<file path="src/design/pfe_pkg.sv">
`default_nettype none
package pfe_pkg;

  localparam int SIDE    = 5;
  localparam int CELLS   = 25;
  localparam int LETTERS = 26;

  localparam logic [4:0] LET_I     = 5'd8;
  localparam logic [4:0] LET_J     = 5'd9;
  localparam logic [4:0] LET_Z     = 5'd25;
  localparam logic [4:0] PAD_RESET = 5'd23;

  typedef enum logic [2:0] {
    K_CLEAR  = 3'd0,
    K_KEY    = 3'd1,
    K_FINISH = 3'd2,
    K_TEXT   = 3'd3,
    K_END    = 3'd4
  } pfe_kind_t;

  // square / position memory commands
  typedef struct packed {
    logic       clear;
    logic       place;
    logic [4:0] letter;
  } pfe_sq_cmd_t;

  typedef struct packed {
    logic       pos_en;
    logic [4:0] pos_addr;
    logic       sq_en;
    logic [4:0] sq_addr;
  } pfe_sq_rd_t;

  function automatic logic [4:0] fold_j(logic [4:0] v);
    return (v == LET_J) ? LET_I : v;
  endfunction

  // row of a square position 0..24
  function automatic logic [2:0] pos_row(logic [4:0] p);
    logic [2:0] r;
    if (p >= 5'(4 * SIDE))      r = 3'd4;
    else if (p >= 5'(3 * SIDE)) r = 3'd3;
    else if (p >= 5'(2 * SIDE)) r = 3'd2;
    else if (p >= 5'(SIDE))     r = 3'd1;
    else                        r = 3'd0;
    return r;
  endfunction

  function automatic logic [2:0] pos_col(logic [4:0] p, logic [2:0] r);
    logic [4:0] base;
    base = {2'b00, r} * 5'(SIDE);
    return 3'(p - base);
  endfunction

  function automatic logic [2:0] wrap_inc(logic [2:0] v);
    return (v == 3'(SIDE - 1)) ? 3'd0 : v + 3'd1;
  endfunction

  function automatic logic [4:0] rc_addr(logic [2:0] r, logic [2:0] c);
    return {2'b00, r} * 5'(SIDE) + {2'b00, c};
  endfunction

endpackage
`default_nettype wire

</file>
<file path="src/design/pfe_square.sv">
`default_nettype none
module pfe_square
  import pfe_pkg::*;
(
  input  wire         clk,
  input  wire         rst,
  input  pfe_sq_cmd_t cmd,
  input  pfe_sq_rd_t  rd,
  output logic [4:0]  pos_rd_data,
  output logic [4:0]  sq_rd_data,
  output logic        full
);

  logic [4:0]         sq_mem  [CELLS];
  logic [4:0]         pos_mem [LETTERS];
  logic [LETTERS-1:0] letter_used;
  logic [4:0]         fill_count;
  logic               do_place;

  assign full = (fill_count == 5'(CELLS));

  assign do_place = cmd.place && (cmd.letter < 5'(LETTERS)) && !full
                    && !letter_used[cmd.letter];

  always_ff @(posedge clk) begin
    if (rst) begin
      letter_used <= '0;
      fill_count  <= '0;
    end else if (cmd.clear) begin
      letter_used <= '0;
      fill_count  <= '0;
    end else if (do_place) begin
      letter_used[cmd.letter] <= 1'b1;
      fill_count              <= fill_count + 5'd1;
    end
  end

  always_ff @(posedge clk) begin
    if (do_place && !cmd.clear) begin
      sq_mem[fill_count]  <= cmd.letter;
      pos_mem[cmd.letter] <= fill_count;
    end
  end

  always_ff @(posedge clk) begin
    if (rd.pos_en) begin
      pos_rd_data <= pos_mem[rd.pos_addr];
    end
    if (rd.sq_en) begin
      sq_rd_data <= sq_mem[rd.sq_addr];
    end
  end

  a_fill_bound: assert property (@(posedge clk) disable iff (rst)
    fill_count <= 5'(CELLS))
    else $error("fill count past square size");

  a_fill_step: assert property (@(posedge clk) disable iff (rst)
    !cmd.clear && !do_place |=> $stable(fill_count))
    else $error("fill count moved without a place");

  a_used_count: assert property (@(posedge clk) disable iff (rst)
    $countones(letter_used) == int'(fill_count))
    else $error("used letters disagree with fill count");

endmodule
`default_nettype wire

</file>
<file path="src/design/pfe_pair_addr.sv">
`default_nettype none
module pfe_pair_addr
  import pfe_pkg::*;
(
  input  wire  [4:0] pos_a,
  input  wire  [4:0] pos_b,
  output logic [4:0] addr_x,
  output logic [4:0] addr_y
);

  logic [2:0] r1, c1, r2, c2;

  always_comb begin
    r1 = pos_row(pos_a);
    c1 = pos_col(pos_a, r1);
    r2 = pos_row(pos_b);
    c2 = pos_col(pos_b, r2);
    if (r1 == r2) begin
      addr_x = rc_addr(r1, wrap_inc(c1));
      addr_y = rc_addr(r2, wrap_inc(c2));
    end else if (c1 == c2) begin
      addr_x = rc_addr(wrap_inc(r1), c1);
      addr_y = rc_addr(wrap_inc(r2), c2);
    end else begin
      addr_x = rc_addr(r1, c2);
      addr_y = rc_addr(r2, c1);
    end
  end

endmodule
`default_nettype wire

</file>
<file path="src/design/playfair_digraph_encrypt_top.sv">
`default_nettype none
// channel   | dir | signals                        | contents
// s_axis    | in  | tvalid tready tdata[7:0] tuser | tdata: letter[4:0]; tuser: kind[2:0]
// m_axis    | out | tvalid tready tdata[7:0] tlast | tdata: cipher_letter[4:0]; tlast: last_of_pair
// cfg       | in  | cfg_we cfg_wdata[4:0]          | pad_letter
//
// Clear, key letter, and a plaintext letter that gives no pair: taken in S_IDLE.
// Finish: one alphabet letter per cycle into the square, J and used letters skipped.
// A pair: S_LOOKA, S_LOOKB, S_CALC and S_RDX through the single read ports of the
// position and square memories, then two output beats, each held until m_axis_tready.
// Reset clears control and sets the pad to X; memories are not cleared,
// the fill count gates every read. s_axis_tready is low while busy.
module playfair_digraph_encrypt_top
  import pfe_pkg::*;
(
  input  wire        clk,
  input  wire        rst,
  input  wire        s_axis_tvalid,
  output logic       s_axis_tready,
  input  wire  [7:0] s_axis_tdata,   // letter[4:0], zero fill
  input  wire  [2:0] s_axis_tuser,   // kind[2:0]
  output logic       m_axis_tvalid,
  input  wire        m_axis_tready,
  output logic [7:0] m_axis_tdata,   // cipher_letter[4:0], zero fill
  output logic       m_axis_tlast,
  input  wire        cfg_we,
  input  wire  [4:0] cfg_wdata
);

  typedef enum logic [7:0] {
    S_IDLE  = 8'b0000_0001,
    S_FILL  = 8'b0000_0010,
    S_LOOKA = 8'b0000_0100,
    S_LOOKB = 8'b0000_1000,
    S_CALC  = 8'b0001_0000,
    S_RDX   = 8'b0010_0000,
    S_SENDX = 8'b0100_0000,
    S_SENDY = 8'b1000_0000
  } state_t;

  state_t      state;
  logic [4:0]  pad_letter;
  logic        pend_valid;
  logic [4:0]  pend_letter;
  logic [4:0]  a_letter, b_letter;
  logic [4:0]  pos_a;
  logic [4:0]  addr_y;
  logic [4:0]  fill_k;
  logic [4:0]  cipher;
  logic        last_q;

  logic        acc;
  logic [4:0]  in_letter;
  logic        let_ok;
  logic [4:0]  let_f;
  logic [4:0]  pad_v;
  pfe_kind_t   kind;
  pfe_sq_cmd_t cmd;
  pfe_sq_rd_t  rd;
  logic [4:0]  pos_rd_data, sq_rd_data;
  logic        full;
  logic [4:0]  calc_x, calc_y;

  assign s_axis_tready = (state == S_IDLE);
  assign acc           = s_axis_tvalid && s_axis_tready;
  assign in_letter     = s_axis_tdata[4:0];
  assign kind          = pfe_kind_t'(s_axis_tuser);
  assign let_ok        = (in_letter < 5'(LETTERS));
  assign let_f         = fold_j(in_letter);
  assign pad_v         = fold_j((pad_letter > LET_Z) ? LET_Z : pad_letter);

  assign m_axis_tdata  = {3'b000, cipher};
  assign m_axis_tlast  = last_q;

  always_comb begin
    cmd.clear  = acc && (kind == K_CLEAR);
    cmd.place  = (acc && (kind == K_KEY) && let_ok) ||
                 ((state == S_FILL) && (fill_k != LET_J));
    cmd.letter = (state == S_FILL) ? fill_k : let_f;
    rd.pos_en   = (state == S_LOOKA) || (state == S_LOOKB);
    rd.pos_addr = (state == S_LOOKA) ? a_letter : b_letter;
    rd.sq_en    = (state == S_CALC) || (state == S_RDX);
    rd.sq_addr  = (state == S_CALC) ? calc_x : addr_y;
  end

  pfe_square u_square (
    .clk         (clk),
    .rst         (rst),
    .cmd         (cmd),
    .rd          (rd),
    .pos_rd_data (pos_rd_data),
    .sq_rd_data  (sq_rd_data),
    .full        (full)
  );

  pfe_pair_addr u_pair_addr (
    .pos_a  (pos_a),
    .pos_b  (pos_rd_data),
    .addr_x (calc_x),
    .addr_y (calc_y)
  );

  always_ff @(posedge clk) begin
    if (rst) begin
      state         <= S_IDLE;
      pad_letter    <= PAD_RESET;
      pend_valid    <= 1'b0;
      m_axis_tvalid <= 1'b0;
    end else begin
      if (cfg_we) begin
        pad_letter <= cfg_wdata;
      end
      unique case (state)
        S_IDLE: begin
          if (acc) begin
            case (kind)
              K_CLEAR: pend_valid <= 1'b0;
              K_FINISH: begin
                fill_k <= '0;
                state  <= S_FILL;
              end
              K_TEXT: begin
                if (let_ok) begin
                  if (!full) begin
                    pend_valid <= 1'b0;
                  end else if (!pend_valid) begin
                    pend_valid  <= 1'b1;
                    pend_letter <= let_f;
                  end else begin
                    a_letter <= pend_letter;
                    state    <= S_LOOKA;
                    if (let_f == pend_letter) begin
                      b_letter <= pad_v;
                    end else begin
                      b_letter   <= let_f;
                      pend_valid <= 1'b0;
                    end
                  end
                end
              end
              K_END: begin
                if (pend_valid) begin
                  pend_valid <= 1'b0;
                  if (full) begin
                    a_letter <= pend_letter;
                    b_letter <= pad_v;
                    state    <= S_LOOKA;
                  end
                end
              end
              default: ;
            endcase
          end
        end
        S_FILL: begin
          fill_k <= fill_k + 5'd1;
          if (fill_k == 5'(LETTERS - 1)) begin
            state <= S_IDLE;
          end
        end
        S_LOOKA: state <= S_LOOKB;
        S_LOOKB: begin
          pos_a <= pos_rd_data;
          state <= S_CALC;
        end
        S_CALC: begin
          addr_y <= calc_y;
          state  <= S_RDX;
        end
        S_RDX: begin
          cipher        <= sq_rd_data;
          last_q        <= 1'b0;
          m_axis_tvalid <= 1'b1;
          state         <= S_SENDX;
        end
        S_SENDX: begin
          if (m_axis_tready) begin
            cipher <= sq_rd_data;
            last_q <= 1'b1;
            state  <= S_SENDY;
          end
        end
        S_SENDY: begin
          if (m_axis_tready) begin
            m_axis_tvalid <= 1'b0;
            state         <= S_IDLE;
          end
        end
        default: state <= S_IDLE;
      endcase
    end
  end

  a_no_overlap: assert property (@(posedge clk) disable iff (rst)
    m_axis_tvalid |-> !s_axis_tready)
    else $error("input taken while a beat is pending");

  a_pair_needs_full: assert property (@(posedge clk) disable iff (rst)
    (state == S_LOOKA) |-> full)
    else $error("pair lookup on an incomplete square");

  a_first_not_last: assert property (@(posedge clk) disable iff (rst)
    $rose(m_axis_tvalid) |-> !m_axis_tlast)
    else $error("pair opened on its second letter");

  a_second_follows: assert property (@(posedge clk) disable iff (rst)
    m_axis_tvalid && m_axis_tready && !m_axis_tlast |=> m_axis_tvalid && m_axis_tlast)
    else $error("second letter of pair missing");

endmodule
`default_nettype wire
</file>
<file path="config.mk">
export PLATFORM = sky130hd
export DESIGN_NAME = playfair_digraph_encrypt_top
export DESIGN_NICKNAME = d
export VERILOG_FILES = /design/src/design/pfe_pkg.sv /design/src/design/pfe_square.sv /design/src/design/pfe_pair_addr.sv /design/src/design/playfair_digraph_encrypt_top.sv
export SDC_FILE = /design/constraint.sdc
export NUM_CORES = 1
export LEC_CHECK = 0
export BUFFER_PORTS_ARGS = -buffer_cell sky130_fd_sc_hd__buf_2
export CORE_MARGIN = 4
export CORE_UTILIZATION = 29
export DETAILED_ROUTE_END_ITERATION = 10
export GPL_TIMING_DRIVEN = 1
export PLACE_DENSITY_LB_ADDON = 0.3
export SLEW_MARGIN = 10
export SYNTH_ARGS = -nofsm -noshare
export SYNTH_HDL_FRONTEND = slang
export SYNTH_SLANG_ARGS = --single-unit
</file>
<file path="constraint.sdc">
create_clock -name clk -period 6.31 [get_ports clk]
set_input_delay 0.9465 -clock clk [delete_from_list [all_inputs] [get_ports clk]]
set_output_delay 0.9465 -clock clk [all_outputs]
set_load 0.005 [all_outputs]
</file>
==> results.yml, run 1 <==
final_layout:
  final_cells: 1891
  syn2layout_area_growth_pct: 14.51
  drive_gt1_share_pct: 17.15
  antennaDiodeCount: 0
  final_cell_mix: "301 x edfxtp_1, 100 x nor2_1, 58 x nand2_1"
  nets: 1237
  layout_commonest_cell: "edfxtp_1"
detailed_routing:
  postRouteWirelength_mm: 37.00
  drt-wirelength-per-cell_um: 19.56
  drt_pre_antenna_iters: 5
  drcViolationCount: 0
  viasPerCell: 5.005
  ant_nets: 0
  vias: 9464
  drt_iter0_drc: 611
synthesis:
  synth-compound-area-share_pct: 8.187
  synth_simple_gate_area_share_pct: 9.877
  synth_top_area_cell: "edfxtp_1"
  synth_ff_type: "edfxtp_1"
  syn_inst: 1122
  synth_xor_area_share_pct: 1.786
  ys_seq_area_share_pct: 63.46
  synthMuxAreaShare_pct: 10.13
  syn_avg_cell_area_um2: 13.99
  synth-edff-count: 301
  synthAdderAreaFrac_pct: 4.289
  synth_top_family_by_area: "multiplexers"
  netlist_area_mm2: 0.01570
  ys_types: 71
  synthTopCellsByArea: "edfxtp_1 58%, dfxtp_1 5.9%, mux4_2 5.7%"
  synth_top_area_share_pct: 57.59
  yosys_warnings: 0
  ys_ff_latch: 347
  async_reset_ff_share_pct: 0
global_route:
  met3_usage_pct: 1.714
  use_met2_pct: 21.06
  grt_overflow_total: 0
  grt_start_max_net_pins: 38
  grt_usage_pct: 12.84
  grt_pass1_wl_mm: 57.84
  antenna_found_initial: 0
  top_usage_layer: "met2"
  grt_pass1_vias: 9661
  gr-usage-met1_pct: 18.03
die:
  core_mm2: 0.05371
  die_area_mm2: 0.05791
  io_pins: 32
  die_y_um: 240.6
  start_util_pct: 29.22
  die_x_um: 240.6
  rows: 85
clocking:
  cts_tree: "done"
  cts.sinks: 347
  cts_root_buf: "clkbuf_16"
  hold_buffers: 0
  ctsHtreeMaxLevel: 2
  cts_resized: 0
  clockBufferDepth: 3
  clk_pin_slew_ns: 0.06
  clk-insertion-delay-late_ns: 0.53
  post_cts_buffers: 0
  cts_buffers: 37
sta:
  slew_headroom_pct: 21.69
  timing.final.hold_violations: 0
  fin_tns_setup_ns: 0
  worst_pin_slew_ns: 1.165
  fin_hold_ws_ns: 0.4189
  fmax_mhz: 178.1
  drv_slew: 0
  post-route-min-period_ns: 5.616
  period_share_pct: 89.00
  rsz0062_at_grt: "no"
  skew_ns: 0.01205
  setup_viol: 0
placement:
  port_buffers: 25
  gp_congestion: 0.7954
  placed_cells: 1824
  hpwl_mm: 24.80
critical_path:
  timing.rr.start: "u_square.pos_rd_data[1]"
  crit_path_end_kind: "flop"
  crit_type: "flop to flop"
  worst_setup_path_start_kind: "flop"
  cp.required_ns: 6.57
  crit_fanout: 30
  cp_data_arrival_time_ns: 5.87
  startpoint: "u_square.pos_rd_data[1]"
run_status:
  status: "finished clean"
power:
  leakage_nw: 5.911
  ir_drop_mv: 0.1633
  p_per_area_mw_per_mm2: 279.5
  p_total_mw: 5.023
hold_path:
  hold_class: "flop to flop"
  hold_start: "u_square.sq_rd_data[0]"
run:
  cap_violations: 0
## report_power, final
group          switching [mW]  internal, mW
Clock                   0.886          1.25
Sequential             0.0266          2.53
Combinational           0.218         0.105
Total                    1.13          3.89
## area by class of cell
class / count / area, µm²
clock inverter: 18 / 155.1
tap: 696 / 870.8
sequential: 347 / 9960
timing repair buffer: 56 / 357.8
clock buffer: 49 / 1044
fill: 5147 / 35740
inverter: 34 / 127.6
multi-input combinational: 691 / 5458
## per-layer routing
layer	wire length (µm)	vias to the layer above
li1	-	4399
met1	17190	4773
met2	17350	231
met3	1631	61
met4	822	0
met5	0	-
## sequential cells by signal, indices dropped and copies added (netlist names), 8 cells and up
name,flops
u_square.sq_mem,125
u_square.letter_used,26
state,8
u_square.pos_mem,130
## critical path, cell delays in order (launching register included)
cell and delay [ns]:
edfxtp_1 0.48, nor2_1 0.09, o21ai_0 0.16, a221o_1 0.32, and2_1 0.28, ha_1 0.18
inv_1 0.05, fa_1 0.42, xor2_1 0.18, or3_1 0.33, a21oi_1 0.20, o21ai_1 0.10
buf_4 0.20, a221oi_1 0.45, or3_1 0.19, buf_4 0.38, mux4_2 0.57, mux2i_1 0.29
nor3_1 0.07, or3_1 0.39
## cell families after synthesis
family	Yosys count
AOI/OAI and AO/OA	195
xor gates and xnor gates	32
adders and majority gates	49
buffers and inverters	86
DFF	347
muxes	104
other	1
and+or+nand+nor	308
## per-stage QoR
| step | utilization [%] | area, µm² | setup slack [ns] |
|---|---|---|---|
| 3_3_place_gp | 31.23 | 16770 | 0.7593 |
| 5_1_grt | 33.46 | 17970 | 0.3248 |
| 4_1_cts | 33.46 | 17970 | 0.7311 |
| 2_1_floorplan | - | 15700 | 1.566 |
| 6_report | 33.46 | 17970 | 0.6941 |
| 3_5_place_dp | 31.23 | 16770 | 0.7675 |
## cell usage after synthesis, drive strengths merged (6+ instances only)
| library cell | instances |
|---|---|
| o22ai | 12 |
| o21a | 32 |
| inv | 34 |
| mux4 | 40 |
| buf | 13 |
| fa | 8 |
| a31oi | 6 |
| o211ai | 9 |
| nand4 | 31 |
| nand3 | 48 |
| a21oi | 32 |
| nand3b | 6 |
| nor2b | 7 |
| or3 | 8 |
| nor2 | 100 |
| edfxtp | 301 |
| mux2i | 38 |
| nand2b | 6 |
| nor3 | 11 |
| and2 | 11 |
| xnor2 | 14 |
| mux2 | 26 |
| dfxtp | 46 |
| a21o | 7 |
| nand2 | 59 |
| o21ai | 57 |
| xor2 | 18 |
| clkbuf | 39 |
| ha | 41 |
## path summary, 6_finish.rpt
path | end | slack [ns] | cells after the start
max reg2reg | u_square.sq_rd_data[3] | 0.69 | 19
min reg2reg | cipher[0] | 0.42 | 0
min | cipher[0] | 0.42 | 0
max | u_square.sq_rd_data[3] | 0.69 | 19
Note: power is estimated with default switching activity, not from simulation.
==> run 2: changes to the inputs <==
--- a/config.mk
+++ b/config.mk
@@ -5,9 +5,10 @@
 export SDC_FILE = /design/constraint.sdc
 export NUM_CORES = 1
 export LEC_CHECK = 0
+export ABC_AREA = 1
 export BUFFER_PORTS_ARGS = -buffer_cell sky130_fd_sc_hd__buf_2
 export CORE_MARGIN = 4
-export CORE_UTILIZATION = 29
+export CORE_UTILIZATION = 40
 export DETAILED_ROUTE_END_ITERATION = 10
 export GPL_TIMING_DRIVEN = 1
 export PLACE_DENSITY_LB_ADDON = 0.3
==> run 2 against run 1 <==
Hold slack gained 0.0020 ns. Clock skew grew 0.0045 ns. Worst setup slack improved by 0.26 ns. Core utilization rose by 12 points. Total power increased by 5.4%. Critical path type unchanged. Critical endpoint is now u_square.sq_rd_data[2]. Largest cell class unchanged. Largest power group unchanged.
==> results.yml, run 2 <==
final_layout:
  antennaDiodeCount: 0
  drive_gt1_share_pct: 8.892
  nets: 1728
  num-fill-cells: 3821
  layout_commonest_cell: "edfxtp_1"
  regMostFlops: "u_square.pos_mem"
  final_cell_mix: "301 x edfxtp_1, 229 x nand2_1, 195 x nand3_1"
  syn2layout_area_growth_pct: 11.21
  top_regs: "u_square.pos_mem: 130 flops, u_square.sq_mem: 125 flops, u_square.letter_used: 26 flops"
  largest_register_ffs: 130
  post-route-cell-area_mm2: 0.01846
placement:
  hpwl_mm: 25.58
  dp_slack_ns: 0.9471
  port_buffers: 25
  gp_congestion: 0.8490
  post_dp_cell_area_mm2: 0.01720
die:
  rows: 74
  die_x_um: 211.7
  die_y_um: 211.7
  io_pins: 32
  start_util_pct: 40.55
  core_mm2: 0.04092
  die_area_mm2: 0.04481
synthesis:
  netlist_area_mm2: 0.01660
  synthMuxAreaShare_pct: 0.1960
  ys_seq_area_share_pct: 60.01
  yosys_warnings: 0
  ys_ff_latch: 347
  synth_xor_area_share_pct: 1.372
  synthTopCellsByArea: "edfxtp_1 54%, nand3_1 5.9%, dfxtp_1 5.5%"
  ys_types: 50
  synth_top_area_cell: "edfxtp_1"
  syn_avg_cell_area_um2: 10.09
  synth_simple_gate_area_share_pct: 18.91
  synth-edff-count: 301
  synth_ff_type: "edfxtp_1"
  syn_inst: 1644
  synth_commonest_cells: "301 x edfxtp_1, 231 x nand2_1, 195 x nand3_1"
  synth_top_area_share_pct: 54.46
  synth-compound-area-share_pct: 8.670
  async_reset_ff_share_pct: 0
  synth_top_family_by_area: "simple AND/OR/NAND/NOR gates"
  yosysMostFrequentCell: "edfxtp_1"
  synthAdderAreaFrac_pct: 4.056
critical_path:
  worst_path_most_repeated_cell: "nand2_1"
  max_stage_delay_ns: 0.87
  cp_data_arrival_time_ns: 5.77
  cp.required_ns: 6.73
  cpLargestDelayFamily: "simple AND/OR/NAND/NOR gates"
  crit_type: "flop to flop"
  worst_setup_path_start_kind: "flop"
  crit_buf_inv: 4
  crit_fanout: 20
  crit_path_end_kind: "flop"
  cp_slowest_cell: "a21oi_2"
  path_cells: "nand2_1 > nand3_1 > inv_1 > nand2_1 > nand2_2 > nand2_1 > inv_2 > ha_1 > inv_1 > fa_1 > xor2_1 > a21oi_1 > nand3_2 > nand2_1 > nand3_1 > a21oi_2 > buf_4 > nand3_1 > nand3_1 > nand3_1 > nand2_1 > nand2_1 > nand2_1"
sta:
  rsz0062_at_grt: "no"
  fin_tns_setup_ns: 0
  skew_ns: 0.01657
  fmax_mhz: 186.6
  worst_pin_slew_ns: 1.123
  post-route-min-period_ns: 5.359
  fin_hold_ws_ns: 0.4209
  period_share_pct: 84.93
  layout_setup_ws_ns: 0.9508
  setup_viol: 0
  slew_headroom_pct: 24.95
  timing.final.hold_violations: 0
  drv_slew: 0
detailed_routing:
  postRouteWirelength_mm: 39.60
  wl_met2_mm: 18.84
  ant_nets: 0
  viasPerCell: 5.326
  vias: 11820
  drcViolationCount: 0
  routed.top_layer: "met4"
  drt_iter0_drc: 1008
  wl_met1_mm: 17.32
  drt_pre_antenna_iters: 5
  wl_met3_mm: 2.276
  drt-wirelength-per-cell_um: 17.85
global_route:
  grt_pass1_vias: 11520
  grt_usage_pct: 17.64
  grt_pass1_wl_mm: 62.85
  grt_start_max_net_pins: 66
  grt_overflow_total: 0
  antenna_found_initial: 2
run:
  cap_violations: 0
clocking:
  cts_resized: 0
  hold_buffers: 0
  ctsHtreeMaxLevel: 2
  cts_buffers: 39
  post_cts_buffers: 0
  clk_pin_slew_ns: 0.06
  cts.sinks: 347
  cts_root_buf: "clkbuf_16"
  cts_tree: "done"
  clk-insertion-delay-late_ns: 0.55
  clockBufferDepth: 3
hold_path:
  hold_class: "flop to flop"
run_status:
  status: "finished clean"
power:
  ir_drop_mv: 0.1971
  leakage_nw: 7.187
  p_per_area_mw_per_mm2: 286.7
## run 2: cell count changes in the layout (fill, tap and decap cells not counted), sizes merged, moves of 37 or more
cell,previous run,this run
inv,37,206
o21ai,57,122
mux4,40,0
nor2,100,185
nand3,48,197
nand2,59,236
mux2i,38,1
## run 2: power by group
part           switching [mW]  total, mW  internal [mW]
combinational           0.376      0.490          0.114
clock                   0.904       2.24           1.33
sequential             0.0174       2.57           2.55
## run 2: path summary, 6_finish.rpt
path                      startpoint                      to  cells past startpoint  slack (ns)
min           u_square.sq_rd_data[2]               cipher[2]                      0        0.42
max          u_square.pos_rd_data[2]  u_square.sq_rd_data[2]                     23        0.95
max reg2reg  u_square.pos_rd_data[2]  u_square.sq_rd_data[2]                     23        0.95
min reg2reg   u_square.sq_rd_data[2]               cipher[2]                      0        0.42
## run 2: routing by layer
metal | up-vias | global-route usage [%]
met4 | 0 | 5.931
met3 | 86 | 3.053
met5 | - | 0
li1 | 5736 | -
met1 | 5648 | 23.98
met2 | 349 | 28.87
## run 2: per-stage QoR
stage,power [mW],std cells,util [%]
final,5.292,2219,45.10
after global routing,5.491,2219,45.10
after CTS,5.346,2219,45.10
after detailed placement,3.103,2149,42.04
after global placement,3.091,2149,42.04
after floorplan,2.938,1646,-
## run 2: layout make-up
type | instances | area [µm²] | share of cell area [%]
tap | 532 | 665.6 | 3.607
timing repair buffer | 45 | 275.3 | 1.491
clock inverter | 18 | 165.2 | 0.8949
clock buffer | 52 | 1087 | 5.891
sequential | 347 | 9960 | 53.96
inverter | 207 | 777.0 | 4.210
multi-input combinational | 1018 | 5527 | 29.94
## run 2: worst register-to-register path: stages (launching register included)
cell and delay, ns:
edfxtp_1 0.48, nand2_1 0.11, nand3_1 0.15, inv_1 0.14, nand2_1 0.11, nand2_2 0.14, nand2_1 0.12, inv_2 0.13
ha_1 0.16, inv_1 0.05, fa_1 0.69, xor2_1 0.11, a21oi_1 0.47, nand3_2 0.37, nand2_1 0.16, nand3_1 0.14
a21oi_2 0.87, buf_4 0.34, nand3_1 0.10, nand3_1 0.08, nand3_1 0.10, nand2_1 0.10, nand2_1 0.05, nand2_1 0.06
## run 2: cells by family after synthesis
family          count (synthesis)
simple gates                  691
flops                         347
buf+inv                       281
compound gates                246
fa+ha+maj                      49
xor+xnor                       26
mux                             3
other cells                     1
